[src/hw/rtl/svf_pkg.sv]
// Shared types, constants and register codes for the state variable filter.
package svf_pkg;

  localparam int SAMPLE_BITS_DEF = 24;
  localparam int STATE_BITS_DEF  = 40;

  localparam int CFG_ADDR_W = 5;
  localparam int CFG_DATA_W = 32;

  // Fraction bits of the coefficient formats, used as right shifts after a product.
  localparam logic [4:0] SH_GC  = 5'd20;
  localparam logic [4:0] SH_S   = 5'd30;
  localparam logic [4:0] SH_MIX = 5'd24;

  localparam logic        BYPASS_RST   = 1'b1;
  localparam logic [31:0] COEF_G_RST   = 32'h0000_0000;
  localparam logic [31:0] COEF_C_RST   = 32'h0000_0000;
  localparam logic [30:0] COEF_S_RST   = 31'h4000_0000;
  localparam logic [31:0] MIX_LOW_RST  = 32'h0000_0000;
  localparam logic [31:0] MIX_BAND_RST = 32'h0000_0000;
  localparam logic [31:0] MIX_HIGH_RST = 32'h0100_0000;

  typedef enum logic [2:0] {
    REG_BYPASS   = 3'd0,
    REG_COEF_G   = 3'd1,
    REG_COEF_C   = 3'd2,
    REG_COEF_S   = 3'd3,
    REG_MIX_LOW  = 3'd4,
    REG_MIX_BAND = 3'd5,
    REG_MIX_HIGH = 3'd6
  } reg_idx_t;

  // The seven products of one filtered sample, in the order they are formed.
  typedef enum logic [2:0] {
    PR_Z1C  = 3'd0,
    PR_TS   = 3'd1,
    PR_YHG  = 3'd2,
    PR_YBG  = 3'd3,
    PR_MIXH = 3'd4,
    PR_MIXB = 3'd5,
    PR_MIXL = 3'd6
  } prod_t;

  typedef struct packed {
    logic        bypass;
    logic [31:0] coef_g;
    logic [31:0] coef_c;
    logic [30:0] coef_s;
    logic [31:0] mix_low;
    logic [31:0] mix_band;
    logic [31:0] mix_high;
  } cfg_t;

  typedef struct packed {
    logic  take_in;
    logic  mul_lo;
    logic  mul_hi;
    logic  fin;
    logic  alu;
    logic  out_load;
    logic  bypass;
    prod_t prod;
  } cmd_t;

endpackage

[src/hw/rtl/svf_cfg.sv]
// Configuration register file behind the APB-style port.
module svf_cfg (
  input  logic                          clk,
  input  logic                          rst_n,
  input  logic                          psel,
  input  logic                          penable,
  input  logic                          pwrite,
  input  logic [svf_pkg::CFG_ADDR_W-1:0] paddr,
  input  logic [svf_pkg::CFG_DATA_W-1:0] pwdata,
  output logic [svf_pkg::CFG_DATA_W-1:0] prdata,
  output logic                          pready,
  output svf_pkg::cfg_t                 regs
);
  import svf_pkg::*;

  cfg_t     regs_r;
  cfg_t     regs_nxt;
  reg_idx_t idx;
  logic     wr_en;

  assign idx    = reg_idx_t'(paddr[CFG_ADDR_W-1:2]);
  assign wr_en  = psel & penable & pwrite;
  assign pready = 1'b1;
  assign regs   = regs_r;

  always_comb begin
    regs_nxt = regs_r;
    if (wr_en) begin
      case (idx)
        REG_BYPASS:   regs_nxt.bypass   = pwdata[0];
        REG_COEF_G:   regs_nxt.coef_g   = pwdata;
        REG_COEF_C:   regs_nxt.coef_c   = pwdata;
        REG_COEF_S:   regs_nxt.coef_s   = pwdata[30:0];
        REG_MIX_LOW:  regs_nxt.mix_low  = pwdata;
        REG_MIX_BAND: regs_nxt.mix_band = pwdata;
        REG_MIX_HIGH: regs_nxt.mix_high = pwdata;
        default:      regs_nxt = regs_r;
      endcase
    end
  end

  always_comb begin
    case (idx)
      REG_BYPASS:   prdata = {31'b0, regs_r.bypass};
      REG_COEF_G:   prdata = regs_r.coef_g;
      REG_COEF_C:   prdata = regs_r.coef_c;
      REG_COEF_S:   prdata = {1'b0, regs_r.coef_s};
      REG_MIX_LOW:  prdata = regs_r.mix_low;
      REG_MIX_BAND: prdata = regs_r.mix_band;
      REG_MIX_HIGH: prdata = regs_r.mix_high;
      default:      prdata = '0;
    endcase
  end

  always_ff @(posedge clk) begin
    if (!rst_n) begin
      regs_r.bypass   <= BYPASS_RST;
      regs_r.coef_g   <= COEF_G_RST;
      regs_r.coef_c   <= COEF_C_RST;
      regs_r.coef_s   <= COEF_S_RST;
      regs_r.mix_low  <= MIX_LOW_RST;
      regs_r.mix_band <= MIX_BAND_RST;
      regs_r.mix_high <= MIX_HIGH_RST;
    end else begin
      regs_r <= regs_nxt;
    end
  end

endmodule

[src/hw/rtl/svf_ctrl.sv]
// Sequencer: walks each sample through the seven products (skipped in bypass) and the output register.
module svf_ctrl (
  input  logic          clk,
  input  logic          rst_n,
  input  logic          bypass,
  input  logic          in_tvalid,
  output logic          in_tready,
  output logic          out_tvalid,
  input  logic          out_tready,
  output svf_pkg::cmd_t cmd
);
  import svf_pkg::*;

  typedef enum logic [5:0] {
    S_IDLE = 6'b000001,
    S_LO   = 6'b000010,
    S_HI   = 6'b000100,
    S_FIN  = 6'b001000,
    S_ALU  = 6'b010000,
    S_OUT  = 6'b100000
  } state_t;

  state_t state_r, state_nxt;
  prod_t  prod_r, prod_nxt;
  logic   byp_r, byp_nxt;
  logic   oval_r, oval_nxt;
  logic   slot_free;

  assign slot_free  = !oval_r || out_tready;
  assign in_tready  = (state_r == S_IDLE);
  assign out_tvalid = oval_r;

  always_comb begin
    cmd          = '0;
    cmd.take_in  = (state_r == S_IDLE) && in_tvalid;
    cmd.mul_lo   = (state_r == S_LO);
    cmd.mul_hi   = (state_r == S_HI);
    cmd.fin      = (state_r == S_FIN);
    cmd.alu      = (state_r == S_ALU);
    cmd.out_load = (state_r == S_OUT) && slot_free;
    cmd.bypass   = byp_r;
    cmd.prod     = prod_r;
  end

  always_comb begin
    state_nxt = state_r;
    prod_nxt  = prod_r;
    byp_nxt   = byp_r;
    case (state_r)
      S_IDLE: begin
        if (in_tvalid) begin
          byp_nxt  = bypass;
          prod_nxt = PR_Z1C;
          state_nxt = bypass ? S_OUT : S_LO;
        end
      end
      S_LO:  state_nxt = S_HI;
      S_HI:  state_nxt = S_FIN;
      S_FIN: state_nxt = S_ALU;
      S_ALU: begin
        if (prod_r == PR_MIXL) begin
          state_nxt = S_OUT;
        end else begin
          prod_nxt  = prod_t'(prod_r + 3'd1);
          state_nxt = S_LO;
        end
      end
      S_OUT: begin
        if (slot_free) begin
          state_nxt = S_IDLE;
        end
      end
      default: state_nxt = S_IDLE;
    endcase
  end

  // The output beat stays valid until taken; a new one can load in the same cycle.
  always_comb begin
    oval_nxt = oval_r;
    if (cmd.out_load) begin
      oval_nxt = 1'b1;
    end else if (out_tready) begin
      oval_nxt = 1'b0;
    end
  end

  always_ff @(posedge clk) begin
    if (!rst_n) begin
      state_r <= S_IDLE;
      prod_r  <= PR_Z1C;
      byp_r   <= 1'b0;
      oval_r  <= 1'b0;
    end else begin
      state_r <= state_nxt;
      prod_r  <= prod_nxt;
      byp_r   <= byp_nxt;
      oval_r  <= oval_nxt;
    end
  end

endmodule

[src/hw/rtl/svf_dp.sv]
// Datapath: shared two-pass multiplier, rounding, saturating adders and filter state.
module svf_dp #(
  parameter int SAMPLE_BITS = svf_pkg::SAMPLE_BITS_DEF,
  parameter int STATE_BITS  = svf_pkg::STATE_BITS_DEF
) (
  input  logic                          clk,
  input  logic                          rst_n,
  input  svf_pkg::cmd_t                 cmd,
  input  svf_pkg::cfg_t                 regs,
  input  logic signed [SAMPLE_BITS-1:0] in_sample,
  output logic signed [SAMPLE_BITS-1:0] out_sample,
  output logic                          out_clipped
);
  import svf_pkg::*;

  localparam int SB    = STATE_BITS;
  localparam int SW    = SAMPLE_BITS;
  localparam int GUARD = (SB - SW) / 2;
  localparam int HALF  = (SB + 1) / 2;
  localparam int PW    = SB + 33;

  localparam logic signed [SB-1:0] ST_MAX = {1'b0, {(SB-1){1'b1}}};
  localparam logic signed [SB-1:0] ST_MIN = {1'b1, {(SB-1){1'b0}}};
  localparam logic signed [SB+1:0] W_MAX  = {2'b00, ST_MAX};
  localparam logic signed [SB+1:0] W_MIN  = {2'b11, ST_MIN};
  localparam logic [PW-1:0] MAG_NEG = {{(PW-1){1'b0}}, 1'b1} << (SB - 1);
  localparam logic [PW-1:0] MAG_POS = MAG_NEG - 1'b1;

  localparam logic signed [SW-1:0] SMP_MAX = {1'b0, {(SW-1){1'b1}}};
  localparam logic signed [SW-1:0] SMP_MIN = {1'b1, {(SW-1){1'b0}}};
  localparam logic [SB+1:0] SMAG_NEG = {{(SB+1){1'b0}}, 1'b1} << (SW - 1);
  localparam logic [SB+1:0] SMAG_POS = SMAG_NEG - 1'b1;
  localparam logic [SB+1:0] RND_OUT  = ({{(SB+1){1'b0}}, 1'b1} << GUARD) >> 1;

  logic signed [SW-1:0]   x_r;
  logic signed [SB-1:0]   z1_r, z2_r, t_r, yh_r, yb_r, yl_r, q_r;
  logic signed [SB+1:0]   acc_r;
  logic [HALF+31:0]       pp_r, lo_r;
  logic signed [SW-1:0]   out_sample_r;
  logic                   out_clip_r;

  // Operand selection and sign-magnitude split.
  logic signed [SB-1:0] op_a;
  logic signed [32:0]   op_b;
  logic [4:0]           sh_amt;
  logic [SB-1:0]        mag_a;
  logic [31:0]          mag_b;
  logic [HALF-1:0]      a_part;
  logic                 neg;
  logic [PW-1:0]        rnd, full, shifted;
  logic signed [SB-1:0] q_nxt;

  always_comb begin
    case (cmd.prod)
      PR_Z1C: begin
        op_a = z1_r; op_b = {1'b0, regs.coef_c}; sh_amt = SH_GC;
      end
      PR_TS: begin
        op_a = t_r; op_b = {2'b00, regs.coef_s}; sh_amt = SH_S;
      end
      PR_YHG: begin
        op_a = yh_r; op_b = {1'b0, regs.coef_g}; sh_amt = SH_GC;
      end
      PR_YBG: begin
        op_a = yb_r; op_b = {1'b0, regs.coef_g}; sh_amt = SH_GC;
      end
      PR_MIXH: begin
        op_a = yh_r; op_b = {regs.mix_high[31], regs.mix_high}; sh_amt = SH_MIX;
      end
      PR_MIXB: begin
        op_a = yb_r; op_b = {regs.mix_band[31], regs.mix_band}; sh_amt = SH_MIX;
      end
      PR_MIXL: begin
        op_a = yl_r; op_b = {regs.mix_low[31], regs.mix_low}; sh_amt = SH_MIX;
      end
      default: begin
        op_a = z1_r; op_b = '0; sh_amt = SH_GC;
      end
    endcase
  end

  assign mag_a  = op_a[SB-1] ? SB'(-op_a) : SB'(op_a);
  assign mag_b  = op_b[32] ? 32'(-op_b) : op_b[31:0];
  assign neg    = op_a[SB-1] ^ op_b[32];
  assign a_part = cmd.mul_hi ? HALF'(mag_a >> HALF) : mag_a[HALF-1:0];

  // Rounding half away from zero works on the magnitude; the sign goes back on last.
  assign rnd     = {{(PW-1){1'b0}}, 1'b1} << (sh_amt - 5'd1);
  assign full    = PW'(lo_r) + (PW'(pp_r) << HALF) + rnd;
  assign shifted = full >> sh_amt;

  always_comb begin
    if (neg) begin
      q_nxt = (shifted > MAG_NEG) ? ST_MIN : -(SB'(shifted));
    end else begin
      q_nxt = (shifted > MAG_POS) ? ST_MAX : SB'(shifted);
    end
  end

  // Saturating adders on the rounded product.
  logic signed [SB+1:0] q_w, xs_w, z1_w, z2_w, yb_w, yl_w;
  logic signed [SB+1:0] sum_w, nz1_w, nz2_w;
  logic signed [SB-1:0] sum_sat, nz1_sat, nz2_sat;

  assign q_w  = (SB+2)'(q_r);
  assign xs_w = $signed((SB+2)'(x_r)) <<< GUARD;
  assign z1_w = (SB+2)'(z1_r);
  assign z2_w = (SB+2)'(z2_r);
  assign yb_w = (SB+2)'(yb_r);
  assign yl_w = (SB+2)'(yl_r);

  always_comb begin
    case (cmd.prod)
      PR_Z1C:  sum_w = xs_w - q_w - z2_w;
      PR_YHG:  sum_w = z1_w + q_w;
      PR_YBG:  sum_w = z2_w + q_w;
      default: sum_w = q_w;
    endcase
  end

  assign nz1_w = (yb_w <<< 1) - z1_w;
  assign nz2_w = (yl_w <<< 1) - z2_w;

  assign sum_sat = (sum_w > W_MAX) ? ST_MAX : (sum_w < W_MIN) ? ST_MIN : SB'(sum_w);
  assign nz1_sat = (nz1_w > W_MAX) ? ST_MAX : (nz1_w < W_MIN) ? ST_MIN : SB'(nz1_w);
  assign nz2_sat = (nz2_w > W_MAX) ? ST_MAX : (nz2_w < W_MIN) ? ST_MIN : SB'(nz2_w);

  // Final scaling of the mix by the guard bits and saturation to the sample width.
  logic [SB+1:0]        amag, omag;
  logic                 ovf;
  logic signed [SW-1:0] res;

  assign amag = acc_r[SB+1] ? (SB+2)'(-acc_r) : (SB+2)'(acc_r);
  assign omag = (amag + RND_OUT) >> GUARD;

  always_comb begin
    if (acc_r[SB+1]) begin
      ovf = omag > SMAG_NEG;
      res = ovf ? SMP_MIN : -(SW'(omag));
    end else begin
      ovf = omag > SMAG_POS;
      res = ovf ? SMP_MAX : SW'(omag);
    end
  end

  always_ff @(posedge clk) begin
    if (cmd.take_in) begin
      x_r <= in_sample;
    end
    if (cmd.mul_lo || cmd.mul_hi) begin
      pp_r <= {32'b0, a_part} * {{HALF{1'b0}}, mag_b};
    end
    if (cmd.mul_hi) begin
      lo_r <= pp_r;
    end
    if (cmd.fin) begin
      q_r <= q_nxt;
    end
    if (cmd.alu) begin
      case (cmd.prod)
        PR_Z1C:  t_r   <= sum_sat;
        PR_TS:   yh_r  <= q_r;
        PR_YHG:  yb_r  <= sum_sat;
        PR_YBG:  yl_r  <= sum_sat;
        PR_MIXH: acc_r <= q_w;
        PR_MIXB: acc_r <= acc_r + q_w;
        PR_MIXL: acc_r <= acc_r + q_w;
        default: acc_r <= acc_r;
      endcase
    end
    if (cmd.out_load) begin
      out_sample_r <= cmd.bypass ? x_r : res;
      out_clip_r   <= cmd.bypass ? 1'b0 : ovf;
    end
  end

  // Integrator state updates once all three taps have been read for the mix.
  always_ff @(posedge clk) begin
    if (!rst_n) begin
      z1_r <= '0;
      z2_r <= '0;
    end else if (cmd.alu && cmd.prod == PR_MIXL) begin
      z1_r <= nz1_sat;
      z2_r <= nz2_sat;
    end
  end

  assign out_sample  = out_sample_r;
  assign out_clipped = out_clip_r;

endmodule

[src/hw/rtl/state_variable_eq_filter.sv]
// Trapezoidal state variable EQ filter for one audio channel, with stream ports and APB setup.
//
// Each input beat carries one signed sample; each output beat carries the filtered
// sample (highpass, bandpass and lowpass outputs mixed by three programmable gains),
// rounded and saturated, with a clip flag in tuser. Seven products pass one at a time
// through a single shared multiplier of half the state width by 32 bits, each taking
// a low pass, a high pass, a rounding step and an add step; then the output register
// loads once free and the next input can be taken. With bypass set a sample goes straight
// to the output register and the filter state is kept. The output register lets the next
// sample be accepted while a result waits to be taken. Software must write coefficients
// over the APB port only while no sample is in flight; the block does not enforce it.
module state_variable_eq_filter #(
  parameter int  SAMPLE_BITS = svf_pkg::SAMPLE_BITS_DEF,
  parameter int  STATE_BITS  = svf_pkg::STATE_BITS_DEF,
  localparam int DATA_W      = ((SAMPLE_BITS + 7) / 8) * 8
) (
  input  logic                           clk,
  input  logic                           rst_n,
  input  logic                           in_tvalid,
  output logic                           in_tready,
  input  logic [DATA_W-1:0]              in_tdata,   // sample_in
  output logic                           out_tvalid,
  input  logic                           out_tready,
  output logic [DATA_W-1:0]              out_tdata,  // sample_out
  output logic [0:0]                     out_tuser,  // clipped
  input  logic                           cfg_psel,
  input  logic                           cfg_penable,
  input  logic                           cfg_pwrite,
  input  logic [svf_pkg::CFG_ADDR_W-1:0] cfg_paddr,
  input  logic [svf_pkg::CFG_DATA_W-1:0] cfg_pwdata,
  output logic [svf_pkg::CFG_DATA_W-1:0] cfg_prdata,
  output logic                           cfg_pready
);
  import svf_pkg::*;

  cfg_t                    regs;
  cmd_t                    cmd;
  logic signed [SAMPLE_BITS-1:0] smp_out;
  logic                    clip;

  svf_cfg u_cfg (
    .clk     (clk),
    .rst_n   (rst_n),
    .psel    (cfg_psel),
    .penable (cfg_penable),
    .pwrite  (cfg_pwrite),
    .paddr   (cfg_paddr),
    .pwdata  (cfg_pwdata),
    .prdata  (cfg_prdata),
    .pready  (cfg_pready),
    .regs    (regs)
  );

  svf_ctrl u_ctrl (
    .clk        (clk),
    .rst_n      (rst_n),
    .bypass     (regs.bypass),
    .in_tvalid  (in_tvalid),
    .in_tready  (in_tready),
    .out_tvalid (out_tvalid),
    .out_tready (out_tready),
    .cmd        (cmd)
  );

  svf_dp #(
    .SAMPLE_BITS (SAMPLE_BITS),
    .STATE_BITS  (STATE_BITS)
  ) u_dp (
    .clk         (clk),
    .rst_n       (rst_n),
    .cmd         (cmd),
    .regs        (regs),
    .in_sample   ($signed(in_tdata[SAMPLE_BITS-1:0])),
    .out_sample  (smp_out),
    .out_clipped (clip)
  );

  assign out_tdata = DATA_W'($unsigned(smp_out));
  assign out_tuser = clip;

endmodule
[config.mk]
export PLATFORM = sky130hd
export DESIGN_NAME = state_variable_eq_filter
export DESIGN_NICKNAME = d
export VERILOG_FILES = /design/src/hw/rtl/svf_pkg.sv /design/src/hw/rtl/svf_cfg.sv /design/src/hw/rtl/svf_ctrl.sv /design/src/hw/rtl/svf_dp.sv /design/src/hw/rtl/state_variable_eq_filter.sv
export SDC_FILE = /design/constraint.sdc
export NUM_CORES = 2
export LEC_CHECK = 0
export BUFFER_PORTS_ARGS = -buffer_cell sky130_fd_sc_hd__clkbuf_2
export CORE_MARGIN = 2
export CORE_UTILIZATION = 48
export DETAILED_ROUTE_END_ITERATION = 8
export PLACE_DENSITY = 0.65
export SKIP_LAST_GASP = 1
export SYNTH_ARGS = -nofsm -noshare
export SYNTH_HDL_FRONTEND = slang
export SYNTH_HIERARCHICAL = 1
export SYNTH_SLANG_ARGS = --single-unit
[constraint.sdc]
create_clock -name clk -period 22.2 [get_ports clk]
set_clock_uncertainty 0.15 [all_clocks]
set_input_delay 1.11 -clock clk [delete_from_list [all_inputs] [get_ports clk]]
set_output_delay 1.11 -clock clk [all_outputs]
set_load 0.05 [all_outputs]
==> reports/qor.txt <==
Critical path type - reg2reg
Mux share of post-synthesis cell area - 4.84%
Adder-cell area share of the yosys netlist - 24.5%
Initial Utilization - 48.2%
IO Port Bufs - 124
Comb pwr share - 9.6%
Wire per inst - 23.0 um
Area growth syn-to-layout - 7.38%
Total vias in the final route - 64123
Top FF cell, synth - edfxtp_1
CTS resizes - 0
Mapped Area - 0.0742 mm^2
Max Cap Viol - 0
H-tree levels - 3
Antenna viol nets, final - 0
Crit path capture type - flop
Post-synth cell types - 121
Worst path bufs/invs - 10
Die W - 397 um
Root Driver - clkbuf_16
Core area - 0.154 mm^2
Power, Total - 0.00307 W
Yosys warning count - 6
Sum of negative setup slack - 0 ps
Worst stage delay on the critical path - 830 ps
Hold WC Path Type - reg2reg
Largest cells by area after synthesis - edfxtp_1, fa_1, ha_1, dfxtp_1, nand2_1
Fmax - 0.0686 GHz
Crit path max fanout - 52
First-pass DRT Iterations - 6
Clk slew on worst S/H paths - 60 ps
Global-route wire length before repair - 371 mm
DRC violations left - 0
CTS tree - done
Number of synthesized flops with an enable pin - 392
Most common cell in the netlist - nand2_1
Fillers - 14305
GRT overflow - 0
Vias in the first global route - 63456
Routed WL - 240 mm
GPL Wtd Cong - 0.972
Status - finished clean
Critical Path AT - 14840 ps
HPWL after detailed placement - 181 mm
Worst setup SP type - flop
Hold-fix buffers, CTS - 0
Async set-reset flop share out of synthesis - 0%
Min-delay src - u_cfg/regs[97]
TritonCTS buffer count - 81
Gr usage total - 30.1%
First DRT Iteration DRCs - 6108
Share of layout cells above drive strength 1 - 8.00%
FF+latch area - 0.0174 mm^2
Worst skew pair latency - 710 ps
Pin count of the biggest net entering global routing - 112
Xor/xnor share of the synthesized area - 4.70%
Setup crit start - u_ctrl/prod_r[1]
Leakage power - 33.8 nW
Critical-path cell with the highest stage delay - dfxtp_4
Clock power share - 46.0%
Mapped Cells - 8438
NumNets Final - 9510
Largest family of logic cells by synthesized area - adder cells
Post-CTS setup buffers - 0
# IOs - 128
Sw frac - 26.0%
Vias/cell - 6.14
Post-synthesis area per instance - 8.79 um^2
Req. time, crit path - 22470 ps
Multi-input logic area - 0.0519 mm^2
Crit-path leading delay family - compound AO/OA/AOI/OAI gates
Worst-margin pin slew - 1240 ps
Max IR drop VDD - 0.0000536 V
Crit share post-route - 65.6%
Internal power - 0.00227 W
Synth top cells by count - nand2_1, inv_1, fa_1, ha_1, a21oi_1
CTS sink cnt - 675
Register bit count reported by yosys - 675
Die Y - 397 um
Slew HR - 16.9%
Post-layout min period - 14570 ps
Post-Synth Simple-Gate Area - 16.3%
Synth Area in Compound Gates - 19.0%
PwrDens - 38.5 mW/mm^2
Endpoints failing setup - 0
RSZ-0062 raised after global routing - no
Net Switching - 0.000798 W
Power share of the sequential group - 44.4%
Maximum root-to-sink buffer count - 3
Initial antenna violation count - 1
Reg-to-Reg Start - u_ctrl/prod_r[1]
Synth area leader - edfxtp_1
Slew Limit Fails - 0
Die ar. - 0.158 mm^2
Register area share after synthesis - 23.5%
Hold Fails Final Rpt - 0
FP Rows - 144
Post-synth top area share - 15.9%
## power groups by stage
stage | Clock, W | Combinational (W) | Sequential, W
after floorplan | 0 | 0.000185 | 0.00139
after global placement | 0 | 0.000279 | 0.00139
after detailed placement | 0 | 0.000281 | 0.00139
after CTS | 0.00143 | 0.000284 | 0.00136
after global routing | 0.00148 | 0.000312 | 0.00136
final | 0.00141 | 0.000293 | 0.00136
## logic make-up after synthesis
family	Yosys count
AO/OA/AOI/OAI	2065
XOR/XNOR	398
adder cells (fa/ha/maj)	1107
buffers and inverters	1331
flip-flops	675
multiplexers	348
other	2
AND/OR/NAND/NOR	2512
## worst paths after layout
path / to / slack [ps] / cells after the start
worst max-delay path: u_dp/pp_r[51] / 7630 / 45
worst min-delay path: u_cfg/regs[97] / 320 / 2
worst max register to register: u_dp/pp_r[51] / 7630 / 45
worst min register to register: u_cfg/regs[97] / 320 / 2
## state kept, by name, indices dropped and copies added (netlist names)
signal and cells:
u_cfg/regs 192, u_dp/pp_r 52, u_dp/lo_r 49, u_dp/acc_r 42, u_dp/q_r 40, u_dp/t_r 40
u_dp/yb_r 40, u_dp/yh_r 40, u_dp/yl_r 40, u_dp/z1_r 40, u_dp/z2_r 40, u_dp/out_sample 24
u_dp/x_r 24, u_ctrl/state_r 6, u_ctrl/prod_r 3, u_ctrl/byp_r 1, u_ctrl/out_tvalid 1, u_dp/out_clipped 1
## worst min-delay path, delay by kind of cell (launching register included)
kind          cells  cell delay, ps
flops             1             310
simple gates      1              50
mux               1              50
## cells in the final DEF (no fill, tap or decap), types with 57 or more instances in the layout
cell type / Yosys / final
a21o_1: 201 / 201
a21oi_1: 479 / 471
a221oi_1: 94 / 94
a22oi_1: 57 / 57
a31oi_1: 65 / 65
and2_1: 223 / 221
and3_1: 75 / 71
buf_4: 17 / 149
clkbuf_16: 0 / 83
clkbuf_2: 1 / 121
dfxtp_1: 283 / 280
edfxtp_1: 392 / 392
fa_1: 576 / 576
ha_1: 530 / 530
inv_1: 865 / 863
mux2i_1: 298 / 297
nand2_1: 1027 / 1027
nand2b_1: 71 / 71
nand3_1: 134 / 134
nand4_1: 83 / 83
nor2_1: 438 / 432
nor2b_1: 76 / 72
nor3_1: 133 / 130
o21a_1: 58 / 58
o21ai_0: 418 / 413
xnor2_1: 247 / 233
xor2_1: 151 / 149
## per-stage QoR
| stage | instances | utilization [%] | hold WS (ps) | cell area (um^2) | setup WS (ps) |
|---|---|---|---|---|---|
| after floorplan | 8445 | - | 274 | 74200 | 10460 |
| after global placement | 10297 | 50.0 | 302 | 76900 | 8030 |
| after detailed placement | 10297 | 50.0 | 312 | 76900 | 7890 |
| after CTS | 10445 | 51.8 | 321 | 79700 | 7780 |
| after global routing | 10445 | 51.8 | 332 | 79700 | 6800 |
| final | 10448 | 51.8 | 321 | 79700 | 7630 |
## layout make-up
| cell class | count | area share [%] |
|---|---|---|
| Multi-Input combinational cell | 6439 | 65.1 |
| Sequential cell | 675 | 21.9 |
| Inverter | 866 | 4.08 |
| Tap cell | 2044 | 3.21 |
| Clock buffer | 112 | 2.84 |
| Timing Repair Buffer | 273 | 2.19 |
| Clock inverter | 36 | 0.645 |
| Antenna cell | 3 | 0.00942 |
## layer usage
metal / wire, um / global-route usage (%) / part of all wire, %
met1: 98100 / 38.9 / 41
met2: 112000 / 50.0 / 47
met3: 17000 / 3.80 / 7.1
met4: 12400 / 14.1 / 5.2
met5: 0 / 0 / 0
Note: power is estimated with default switching activity, not from simulation.
